## src/rtl/aes_pkg.sv

```systemverilog
// ----------------------------------------------------------------------------
// AES-128 package
// Shared types, S-box tables and round helper functions.
// ----------------------------------------------------------------------------
package aes_pkg;

	localparam int ROUNDS = 10;
	localparam int RK_COUNT = ROUNDS + 1;
	localparam int RND_W = $clog2(RK_COUNT + 1);

	localparam logic [7:0] REG_KEY_HIGH = 8'd0;
	localparam logic [7:0] REG_KEY_LOW = 8'd1;

	typedef enum logic [1:0] {
		ST_IDLE,
		ST_RUN,
		ST_DONE
	} state_t;

	typedef enum logic [1:0] {
		KX_IDLE,
		KX_RUN
	} kx_state_t;

	function automatic logic [7:0] xtime(input logic [7:0] a);
		logic [7:0] r;
		r = {a[6:0], 1'b0} ^ (a[7] ? 8'h1b : 8'h00);
		return r;
	endfunction

	localparam logic [7:0] SBOX [256] = '{
		8'h63,8'h7c,8'h77,8'h7b,8'hf2,8'h6b,8'h6f,8'hc5,8'h30,8'h01,8'h67,8'h2b,8'hfe,8'hd7,8'hab,8'h76,
		8'hca,8'h82,8'hc9,8'h7d,8'hfa,8'h59,8'h47,8'hf0,8'had,8'hd4,8'ha2,8'haf,8'h9c,8'ha4,8'h72,8'hc0,
		8'hb7,8'hfd,8'h93,8'h26,8'h36,8'h3f,8'hf7,8'hcc,8'h34,8'ha5,8'he5,8'hf1,8'h71,8'hd8,8'h31,8'h15,
		8'h04,8'hc7,8'h23,8'hc3,8'h18,8'h96,8'h05,8'h9a,8'h07,8'h12,8'h80,8'he2,8'heb,8'h27,8'hb2,8'h75,
		8'h09,8'h83,8'h2c,8'h1a,8'h1b,8'h6e,8'h5a,8'ha0,8'h52,8'h3b,8'hd6,8'hb3,8'h29,8'he3,8'h2f,8'h84,
		8'h53,8'hd1,8'h00,8'hed,8'h20,8'hfc,8'hb1,8'h5b,8'h6a,8'hcb,8'hbe,8'h39,8'h4a,8'h4c,8'h58,8'hcf,
		8'hd0,8'hef,8'haa,8'hfb,8'h43,8'h4d,8'h33,8'h85,8'h45,8'hf9,8'h02,8'h7f,8'h50,8'h3c,8'h9f,8'ha8,
		8'h51,8'ha3,8'h40,8'h8f,8'h92,8'h9d,8'h38,8'hf5,8'hbc,8'hb6,8'hda,8'h21,8'h10,8'hff,8'hf3,8'hd2,
		8'hcd,8'h0c,8'h13,8'hec,8'h5f,8'h97,8'h44,8'h17,8'hc4,8'ha7,8'h7e,8'h3d,8'h64,8'h5d,8'h19,8'h73,
		8'h60,8'h81,8'h4f,8'hdc,8'h22,8'h2a,8'h90,8'h88,8'h46,8'hee,8'hb8,8'h14,8'hde,8'h5e,8'h0b,8'hdb,
		8'he0,8'h32,8'h3a,8'h0a,8'h49,8'h06,8'h24,8'h5c,8'hc2,8'hd3,8'hac,8'h62,8'h91,8'h95,8'he4,8'h79,
		8'he7,8'hc8,8'h37,8'h6d,8'h8d,8'hd5,8'h4e,8'ha9,8'h6c,8'h56,8'hf4,8'hea,8'h65,8'h7a,8'hae,8'h08,
		8'hba,8'h78,8'h25,8'h2e,8'h1c,8'ha6,8'hb4,8'hc6,8'he8,8'hdd,8'h74,8'h1f,8'h4b,8'hbd,8'h8b,8'h8a,
		8'h70,8'h3e,8'hb5,8'h66,8'h48,8'h03,8'hf6,8'h0e,8'h61,8'h35,8'h57,8'hb9,8'h86,8'hc1,8'h1d,8'h9e,
		8'he1,8'hf8,8'h98,8'h11,8'h69,8'hd9,8'h8e,8'h94,8'h9b,8'h1e,8'h87,8'he9,8'hce,8'h55,8'h28,8'hdf,
		8'h8c,8'ha1,8'h89,8'h0d,8'hbf,8'he6,8'h42,8'h68,8'h41,8'h99,8'h2d,8'h0f,8'hb0,8'h54,8'hbb,8'h16
	};

	localparam logic [7:0] ISBOX [256] = '{
		8'h52,8'h09,8'h6a,8'hd5,8'h30,8'h36,8'ha5,8'h38,8'hbf,8'h40,8'ha3,8'h9e,8'h81,8'hf3,8'hd7,8'hfb,
		8'h7c,8'he3,8'h39,8'h82,8'h9b,8'h2f,8'hff,8'h87,8'h34,8'h8e,8'h43,8'h44,8'hc4,8'hde,8'he9,8'hcb,
		8'h54,8'h7b,8'h94,8'h32,8'ha6,8'hc2,8'h23,8'h3d,8'hee,8'h4c,8'h95,8'h0b,8'h42,8'hfa,8'hc3,8'h4e,
		8'h08,8'h2e,8'ha1,8'h66,8'h28,8'hd9,8'h24,8'hb2,8'h76,8'h5b,8'ha2,8'h49,8'h6d,8'h8b,8'hd1,8'h25,
		8'h72,8'hf8,8'hf6,8'h64,8'h86,8'h68,8'h98,8'h16,8'hd4,8'ha4,8'h5c,8'hcc,8'h5d,8'h65,8'hb6,8'h92,
		8'h6c,8'h70,8'h48,8'h50,8'hfd,8'hed,8'hb9,8'hda,8'h5e,8'h15,8'h46,8'h57,8'ha7,8'h8d,8'h9d,8'h84,
		8'h90,8'hd8,8'hab,8'h00,8'h8c,8'hbc,8'hd3,8'h0a,8'hf7,8'he4,8'h58,8'h05,8'hb8,8'hb3,8'h45,8'h06,
		8'hd0,8'h2c,8'h1e,8'h8f,8'hca,8'h3f,8'h0f,8'h02,8'hc1,8'haf,8'hbd,8'h03,8'h01,8'h13,8'h8a,8'h6b,
		8'h3a,8'h91,8'h11,8'h41,8'h4f,8'h67,8'hdc,8'hea,8'h97,8'hf2,8'hcf,8'hce,8'hf0,8'hb4,8'he6,8'h73,
		8'h96,8'hac,8'h74,8'h22,8'he7,8'had,8'h35,8'h85,8'he2,8'hf9,8'h37,8'he8,8'h1c,8'h75,8'hdf,8'h6e,
		8'h47,8'hf1,8'h1a,8'h71,8'h1d,8'h29,8'hc5,8'h89,8'h6f,8'hb7,8'h62,8'h0e,8'haa,8'h18,8'hbe,8'h1b,
		8'hfc,8'h56,8'h3e,8'h4b,8'hc6,8'hd2,8'h79,8'h20,8'h9a,8'hdb,8'hc0,8'hfe,8'h78,8'hcd,8'h5a,8'hf4,
		8'h1f,8'hdd,8'ha8,8'h33,8'h88,8'h07,8'hc7,8'h31,8'hb1,8'h12,8'h10,8'h59,8'h27,8'h80,8'hec,8'h5f,
		8'h60,8'h51,8'h7f,8'ha9,8'h19,8'hb5,8'h4a,8'h0d,8'h2d,8'he5,8'h7a,8'h9f,8'h93,8'hc9,8'h9c,8'hef,
		8'ha0,8'he0,8'h3b,8'h4d,8'hae,8'h2a,8'hf5,8'hb0,8'hc8,8'heb,8'hbb,8'h3c,8'h83,8'h53,8'h99,8'h61,
		8'h17,8'h2b,8'h04,8'h7e,8'hba,8'h77,8'hd6,8'h26,8'he1,8'h69,8'h14,8'h63,8'h55,8'h21,8'h0c,8'h7d
	};

	// state bytes: byte n in bits [127-8n -: 8], column n/4, row n%4
	function automatic logic [127:0] sub_shift(input logic [127:0] s);
		logic [127:0] t;
		for (int c = 0; c < 4; c++) begin
			for (int r = 0; r < 4; r++) begin
				t[127 - 8*(4*c + r) -: 8] = SBOX[s[127 - 8*(4*((c + r) % 4) + r) -: 8]];
			end
		end
		return t;
	endfunction

	function automatic logic [127:0] inv_shift_sub(input logic [127:0] s);
		logic [127:0] t;
		for (int c = 0; c < 4; c++) begin
			for (int r = 0; r < 4; r++) begin
				t[127 - 8*(4*((c + r) % 4) + r) -: 8] = ISBOX[s[127 - 8*(4*c + r) -: 8]];
			end
		end
		return t;
	endfunction

	function automatic logic [31:0] mix_col(input logic [31:0] c);
		logic [7:0] a0, a1, a2, a3;
		a0 = c[31:24]; a1 = c[23:16]; a2 = c[15:8]; a3 = c[7:0];
		return {xtime(a0) ^ xtime(a1) ^ a1 ^ a2 ^ a3,
			a0 ^ xtime(a1) ^ xtime(a2) ^ a2 ^ a3,
			a0 ^ a1 ^ xtime(a2) ^ xtime(a3) ^ a3,
			xtime(a0) ^ a0 ^ a1 ^ a2 ^ xtime(a3)};
	endfunction

	function automatic logic [31:0] inv_mix_col(input logic [31:0] c);
		logic [7:0] a0, a1, a2, a3, u, v;
		// premultiply form: inverse = forward mix of adjusted column
		a0 = c[31:24]; a1 = c[23:16]; a2 = c[15:8]; a3 = c[7:0];
		u = xtime(xtime(a0 ^ a2));
		v = xtime(xtime(a1 ^ a3));
		return mix_col({a0 ^ u, a1 ^ v, a2 ^ u, a3 ^ v});
	endfunction

	function automatic logic [127:0] mix(input logic [127:0] s, input logic inv);
		logic [127:0] t;
		for (int c = 0; c < 4; c++) begin
			t[127 - 32*c -: 32] = inv ? inv_mix_col(s[127 - 32*c -: 32])
				: mix_col(s[127 - 32*c -: 32]);
		end
		return t;
	endfunction

endpackage

```

## src/rtl/aes_key_expand.sv

```systemverilog
// ----------------------------------------------------------------------------
// AES-128 key expansion
// Expands the key one round key per cycle into a round-key memory.
// ----------------------------------------------------------------------------
module aes_key_expand
	import aes_pkg::*;
(
	input  logic                 clk,
	input  logic                 arst_n,
	input  logic                 start,
	input  logic [127:0]         key,
	input  logic [RND_W-1:0]     rd_idx,
	output logic [127:0]         rd_key,
	output logic                 busy
);

	kx_state_t         state_q, state_next;
	logic [RND_W-1:0]  cnt_q;
	logic [127:0]      cur_q;
	logic [7:0]        rc_q;
	logic [127:0]      rk_mem [RK_COUNT];
	logic [127:0]      nxt;
	logic [31:0]       t;
	logic              wr_en;
	logic [RND_W-1:0]  wr_idx;
	logic [127:0]      wr_data;
	logic              init_q;
	logic              kick;

	// expand the reset key once reset is released
	assign kick = start || init_q;

	always_comb begin
		t = {SBOX[cur_q[23:16]], SBOX[cur_q[15:8]], SBOX[cur_q[7:0]], SBOX[cur_q[31:24]]}
			^ {rc_q, 24'h0};
		nxt[127:96] = cur_q[127:96] ^ t;
		nxt[95:64]  = cur_q[95:64] ^ nxt[127:96];
		nxt[63:32]  = cur_q[63:32] ^ nxt[95:64];
		nxt[31:0]   = cur_q[31:0] ^ nxt[63:32];
	end

	always_comb begin
		state_next = state_q;
		case (state_q)
			KX_IDLE: if (kick) state_next = KX_RUN;
			KX_RUN:  if (cnt_q == RND_W'(ROUNDS) && !kick) state_next = KX_IDLE;
			default: state_next = KX_IDLE;
		endcase
	end

	always_comb begin
		busy = (state_q == KX_RUN) || kick;
		wr_en = kick || (state_q == KX_RUN && cnt_q != RND_W'(ROUNDS));
		wr_idx = kick ? '0 : cnt_q + RND_W'(1);
		wr_data = kick ? key : nxt;
	end

	always_ff @(posedge clk or negedge arst_n) begin
		if (!arst_n) begin
			state_q <= KX_IDLE;
			cnt_q <= RND_W'(ROUNDS);
			cur_q <= '0;
			rc_q <= 8'h01;
		end else begin
			state_q <= state_next;
			if (kick) begin
				cnt_q <= '0;
				cur_q <= key;
				rc_q <= 8'h01;
			end else if (state_q == KX_RUN && cnt_q != RND_W'(ROUNDS)) begin
				cnt_q <= cnt_q + RND_W'(1);
				cur_q <= nxt;
				rc_q <= xtime(rc_q);
			end
		end
	end

	always_ff @(posedge clk or negedge arst_n) begin
		if (!arst_n) init_q <= 1'b1;
		else init_q <= 1'b0;
	end

	always_ff @(posedge clk) begin
		if (wr_en) rk_mem[wr_idx] <= wr_data;
		rd_key <= rk_mem[rd_idx];
	end

	a_cnt_range: assert property (@(posedge clk) disable iff (!arst_n)
		cnt_q <= RND_W'(ROUNDS)) else $error("key counter out of range");
	a_idle_done: assert property (@(posedge clk) disable iff (!arst_n)
		(state_q == KX_IDLE) |-> (cnt_q == RND_W'(ROUNDS)))
		else $error("expansion left early");
	a_start_rst: assert property (@(posedge clk) disable iff (!arst_n)
		start |=> (cnt_q == '0 && state_q == KX_RUN)) else $error("restart failed");

endmodule

```

## config.mk

```make
export PLATFORM = sky130hd
export DESIGN_NAME = aes_key_expand
export DESIGN_NICKNAME = d
export VERILOG_FILES = /design/src/rtl/aes_pkg.sv /design/src/rtl/aes_key_expand.sv
export SDC_FILE = /design/constraint.sdc
export NUM_CORES = 2
export LEC_CHECK = 0
export BUFFER_PORTS_ARGS = -buffer_cell sky130_fd_sc_hd__buf_2
export CAP_MARGIN = 20
export CORE_MARGIN = 2
export CORE_UTILIZATION = 63
export CTS_BUF_LIST = sky130_fd_sc_hd__clkbuf_8 sky130_fd_sc_hd__clkbuf_16
export DETAILED_ROUTE_END_ITERATION = 10
export PLACE_DENSITY = 0.81
export SETUP_SLACK_MARGIN = 0.15
export SYNTH_ARGS = -nofsm -noshare
export SYNTH_HDL_FRONTEND = slang
export SYNTH_SLANG_ARGS = --single-unit
```

## constraint.sdc

```tcl
create_clock -name clk -period 15.85 [get_ports clk]
set_input_delay 0.7925 -clock clk [delete_from_list [all_inputs] [get_ports clk]]
set_output_delay 0.7925 -clock clk [all_outputs]
set_load 0.02 [all_outputs]
```

======== Word level (Yosys, flattened, before mapping) ========
Memory sizes are Yosys's and may differ from the RTL's. A register that Yosys moved wholly into a read port is not among the register bits.
Cells that the tools add are included.
storage, ports and cells
  ROM bits ................................ 8192
  bits in registers ....................... 143
  output and inout port bits .............. 129
  logic and storage cells ................. 61
  memories kept ........................... 5
  memory bits (writable) .................. 1408
memories
  name              words  width  read ports  clocked after Yosys merged registers in  write ports  RTL line              RTL
  (name not given)  256    8      1           0                                        0            aes_key_expand.sv:34  t = {SBOX[cur_q[23:16]], SBOX[cur_q[15:8]], SBOX[cur_q[7:0]], SBOX[cur_q[31:24]]}
  (name not given)  256    8      1           0                                        0            aes_key_expand.sv:34
  (name not given)  256    8      1           0                                        0            aes_key_expand.sv:34
  (name not given)  256    8      1           0                                        0            aes_key_expand.sv:34
  rk_mem            11     128    1           1                                        1            aes_key_expand.sv:21  logic [127:0] rk_mem [RK_COUNT];
cells by class
  $lt $le $gt $ge ......................... 4
  reduce and logical (&&, ||, !) cells .... 9
  equal/unequal tests ..................... 5
  add/sub/neg operators ................... 1
  bitwise logic cells ..................... 10
  mux-type cells .......................... 22
operators by type and width
  cell                                                                   count
  128-bit 2-to-1 mux                                                     3
  32-bit XOR                                                             5
  8-bit 2-to-1 mux                                                       10
  9-bit >= comparator, second input constant                             4
  8-bit NOT with 9-bit output                                            4
  4-bit 2-to-1 mux                                                       3
  8-bit by 5-bit XOR with 8-bit output                                   1
  5-bit 2-to-1 mux                                                       1
  4-bit by 1-bit adder with 4-bit output, second input constant          1
  4-bit equality test, second input constant                             1
  2-bit 2-to-1 mux                                                       2
  2-bit != test, second input constant                                   2
  4-bit != test, second input constant                                   1
  2-bit one-hot mux with 2 select lines                                  1
  1-bit logical OR                                                       3
  2-bit by 1-bit equality test with 1-bit output, second input constant  1
  1-bit logical AND                                                      2
  2-bit zero test                                                        1
  1-bit 2-to-1 mux                                                       2
  2-bit AND reduction                                                    1
  2-bit nonzero test                                                     1
  1-bit zero test                                                        1

======== Depth between registers and ports, before layout ========
  depth in word-level cells ............... 11
  depth in mapped cells ................... 16

======== Worst setup path before layout ========
OpenSTA, ideal clock, no wires.
  path kind ............................... input-to-reg
  start point ............................. input port start
  end point ............................... memory rk_mem[7][0] (enable)
  path buffers ............................ 2
  setup slack ............................. 1.029 ns
  arrival time ............................ 13.893 ns
  stages on the path ...................... 5
  setup time .............................. 0.928 ns
  cell sequence ........................... nor2_1 -> clkbuf_1 -> clkbuf_1 -> nand2_1 -> nor4_1
between the ends
  cells in the longest elaborated chain, start to end .. 4
  elaborated cells on any way between the ends .. 5
  classes of those cells .................. 3 x mux; 2 x reduce/logical
RTL lines
  element                                 RTL line              RTL
  start: declaration                      aes_key_expand.sv:10  input logic start,
  1-bit logical OR *                      aes_key_expand.sv:31  assign kick = start || init_q;
  1-bit logical OR                        aes_key_expand.sv:53  wr_en = kick || (state_q == KX_RUN && cnt_q != RND_W'(ROUNDS));
  1-bit 2-to-1 mux                        aes_key_expand.sv:84  if (wr_en) rk_mem[wr_idx] <= wr_data;
  1-bit 2-to-1 mux (not written as such)  aes_key_expand.sv:84
  end: declaration                        aes_key_expand.sv:21
Mark *: on every way between the ends. The rest lies on a longest branch, timed or not.

======== Worst setup path in the final report ========
  start point ............................. register cur_q[17]
  end point ............................... memory rk_mem[7][25] (data pin)
between the ends
  cells in the longest elaborated chain, start to end .. 10
RTL lines
  element                                               RTL line              RTL
  start: declaration                                    aes_key_expand.sv:19  logic [127:0] cur_q;
  start signal: assignment                              aes_key_expand.sv:68  cur_q <= key;
  start signal: assignment                              aes_key_expand.sv:72  cur_q <= nxt;
  8-bit NOT with 9-bit output (not written as such)     aes_key_expand.sv:34
  memory 256 x 8 bit                                    -
  8-bit 2-to-1 mux (not written as such) (2 in series)  aes_key_expand.sv:34
  32-bit XOR                                            aes_key_expand.sv:35  ^ {rc_q, 24'h0};
  32-bit XOR                                            aes_key_expand.sv:36  nxt[127:96] = cur_q[127:96] ^ t;
  32-bit XOR                                            aes_key_expand.sv:37  nxt[95:64] = cur_q[95:64] ^ nxt[127:96];
  32-bit XOR                                            aes_key_expand.sv:38  nxt[63:32] = cur_q[63:32] ^ nxt[95:64];
  32-bit XOR                                            aes_key_expand.sv:39  nxt[31:0] = cur_q[31:0] ^ nxt[63:32];
  128-bit 2-to-1 mux                                    aes_key_expand.sv:55  wr_data = kick ? key : nxt;
  via wr_data[25]                                       aes_key_expand.sv:26  logic [127:0] wr_data;
The timed path passes the listed nets, and every way through them passes these cells. The select of a mux whose other input is x is not followed.

==> out/metrics.yaml <==
num_rows: 130
drtAntennaViolNets: 0
hold_path.class: "input pin to flop"
finClkSkew_ns: 0.04829
rsz_0062_raised_after_global_routing: "false"
synth_async_sr_flop_share_pct: 8.462
num_ports: 264
leakage_power_uw: 0.03035
drt_pass1_iterations: 7
vdd_ir_drop_max_mv: 0.1539
ys_top_cells_by_count: "1408 x edfxtp_1, 459 x mux4_2, 303 x nand2_1"
worst_skew_pair.late_latency_ns: 0.83
first_pass_grt_wire_length_mm: 376.4
yosysUniqueCellTypes: 102
critical_path_at_ns: 6.57
drt_iter0_drc: 9104
grt_max_degree: 179
avgRoutedWirePerCell_um: 35.26
synth_top_cell_area_share_pct: 52.83
grt_remaining_overflow: 0
synth_top_flop_cell: "edfxtp_1"
outcome: "finished clean"
final_area_sq_um: 88180
cp-end-kind: "flop"
clk_pin_slew_worst_paths_ns: 0.07
route.detailed.vias_per_inst: 7.346
syn-cell-area_sq_um: 80030
detailroute.via_count: 54687
drc: 0
nNetsFinal: 5845
port-buffer-count: 263
ctsResizeCount: 0
final.hold.worst_slack_ns: 0.2152
globalplace.congestion: 1.049
cap_violations: 0
synth.yosys.seq_area_share_pct: 60.48
timing_worst_setup_path_type: "flop to flop"
yosys_warnings: 0
die-area_sq_um: 129900
post_route_non_filler_standard_cell_count: 7444
die_w_um: 360.4
clock-root-buffer: "clkbuf_16"
antenna_found_initial: 23
fmax_mhz: 163.4
post-synth-top-count-cell: "edfxtp_1"
cts.htree.levels: 4
power_total_uw: 16840
numClockSinks: 1678
required_ns: 16.30
final-hold-violation-count: 0
timing.max_slew.rel_slack_pct: 12.80
post-place-cells: 7116
instance_count_of_the_mapped_netlist: 5526
finalSetupTns_ns: 0
reg2reg_slack_ns: 9.73
synth_area_leader_cell: "edfxtp_1"
tritoncts.num_buffers: 161
maxSlewViolCount: 0
finalSetupViolations: 0
drive_above_1_share_pct: 24.31
dominant_cells_by_area_after_synthesis: "edfxtp_1 53%, mux4_2 13%, dfrtp_1 4.3%"
crit_path_start_kind: "flop"
power.density_cell_area_nw_per_um2: 191.0
clk_path_buf_depth: 3
die_height_um: 360.4
tightestPinTransition_ns: 1.292
flow.area_growth_from_synthesis_pct: 10.18
final_min_period_over_clock_period_pct: 38.61
multi_input_combinational_cell_area_sq_um: 29440
num-fill-cells: 7955
post_dp_cell_area_sq_um: 82750
start_util_pct: 63.57
fin_crit_ns: 6.120
synth-edff-count: 1408
gr-usage-all-layers_pct: 40.30
floorplan.core_area_sq_um: 125900
cts_tree: "yes"
crit_path_max_fanout: 35
ff_latch_area_sq_um: 48420
route.final.wire_length_mm: 262.5
post-dp-hpwl_mm: 159.3
via_count_of_the_first_global_routing_pass: 53232
synthesis.area_per_instance_sq_um: 14.48
syn_nets: 5723
flop_and_latch_count_out_of_synthesis: 1678
per-stage QoR:
step,worst slack (ns),utilization [%]
after global placement,10.21,65.71
after global routing,9.512,70.03
final,9.730,70.04
after detailed placement,10.10,65.73
after CTS,10.02,69.89
after floorplan,1.029,-
final cells by class:
type	instances	area share, %
clock inverters	127	1.110
clock buffers	175	4.813
diodes	7	0.01987
well taps	1650	2.341
inverters	60	0.2554
flip-flops and latches	1678	54.91
repair buffers	439	3.157
multi-input cells	3308	33.39
logic make-up after synthesis:
kind of cell	synth area share, %
xor gates and xnor gates	2.630
DFF	60.48
buffers and inverters	2.892
adders and majority gates	0.9693
AOI/OAI and AO/OA	9.329
other	0.004686
muxes	15.97
and+or+nand+nor	7.732
critical path: stages (launching register included):
cell	delay [ns]
dfrtp_1	0.32
buf_4	0.36
clkinv_1	0.52
ha_1	0.84
nand2b_1	0.40
nand3_1	0.15
a21oi_1	0.07
o311ai_0	0.84
a211o_1	0.24
nand4_1	0.34
xnor2_1	0.59
xnor2_1	0.11
o21ai_0	0.94
sequential cells by signal, summed over array words and instances, names as in the netlist:
signal   count
rc_q         8
rk_mem    1408
rd_key     128
state_q      1
cnt_q        4
cur_q      128
init_q       1
path summary, 6_finish.rpt:
kind,endpoint,from,depth (start not counted)
max,rk_mem[7][25],cur_q[17],12
min,cur_q[77],key[77],3
max reg2reg,rk_mem[7][25],cur_q[17],12
min reg2reg,cur_q[111],cur_q[111],1
max in group asynchronous,cur_q[27],arst_n,3
min in group asynchronous,cur_q[77],arst_n,2
per-layer routing:
| metal | track usage [%] | wire length, um | up-vias |
|---|---|---|---|
| met1 | 54.32 | 92700 | 27535 |
| li1 | - | - | 21950 |
| met5 | 0 | 210 | - |
| met3 | 12.98 | 37040 | 813 |
| met2 | 59.64 | 117100 | 4365 |
| met4 | 20.08 | 15490 | 24 |
placed cells by master (no fill, tap or decap), types with 156 or more instances in the layout:
| master | synthesis | routed |
|---|---|---|
| edfxtp_1 | 1408 | 1408 |
| mux4_2 | 459 | 459 |
| nand2_1 | 303 | 302 |
| nor2_1 | 297 | 287 |
| buf_2 | 101 | 260 |
| o21ai_0 | 259 | 249 |
| a21oi_1 | 249 | 247 |
| clkbuf_16 | 0 | 163 |
| mux2_2 | 159 | 159 |
| buf_4 | 23 | 156 |
what timing repair did:
| action | 4_1_cts | 5_1_grt |
|---|---|---|
| hold endpoints to repair | 36 | 0 |
| buffers inserted | 0 | 0 |
| hold buffers | 1 | 0 |
where the power goes:
group          switching, uW  internal (uW)  leakage [uW]
logic                   4710           2570        0.0120
clock network           1720           2090       0.00277
registers                271           5490        0.0156
total                   6700          10100        0.0304
Note: power is estimated with default switching activity, not from simulation.
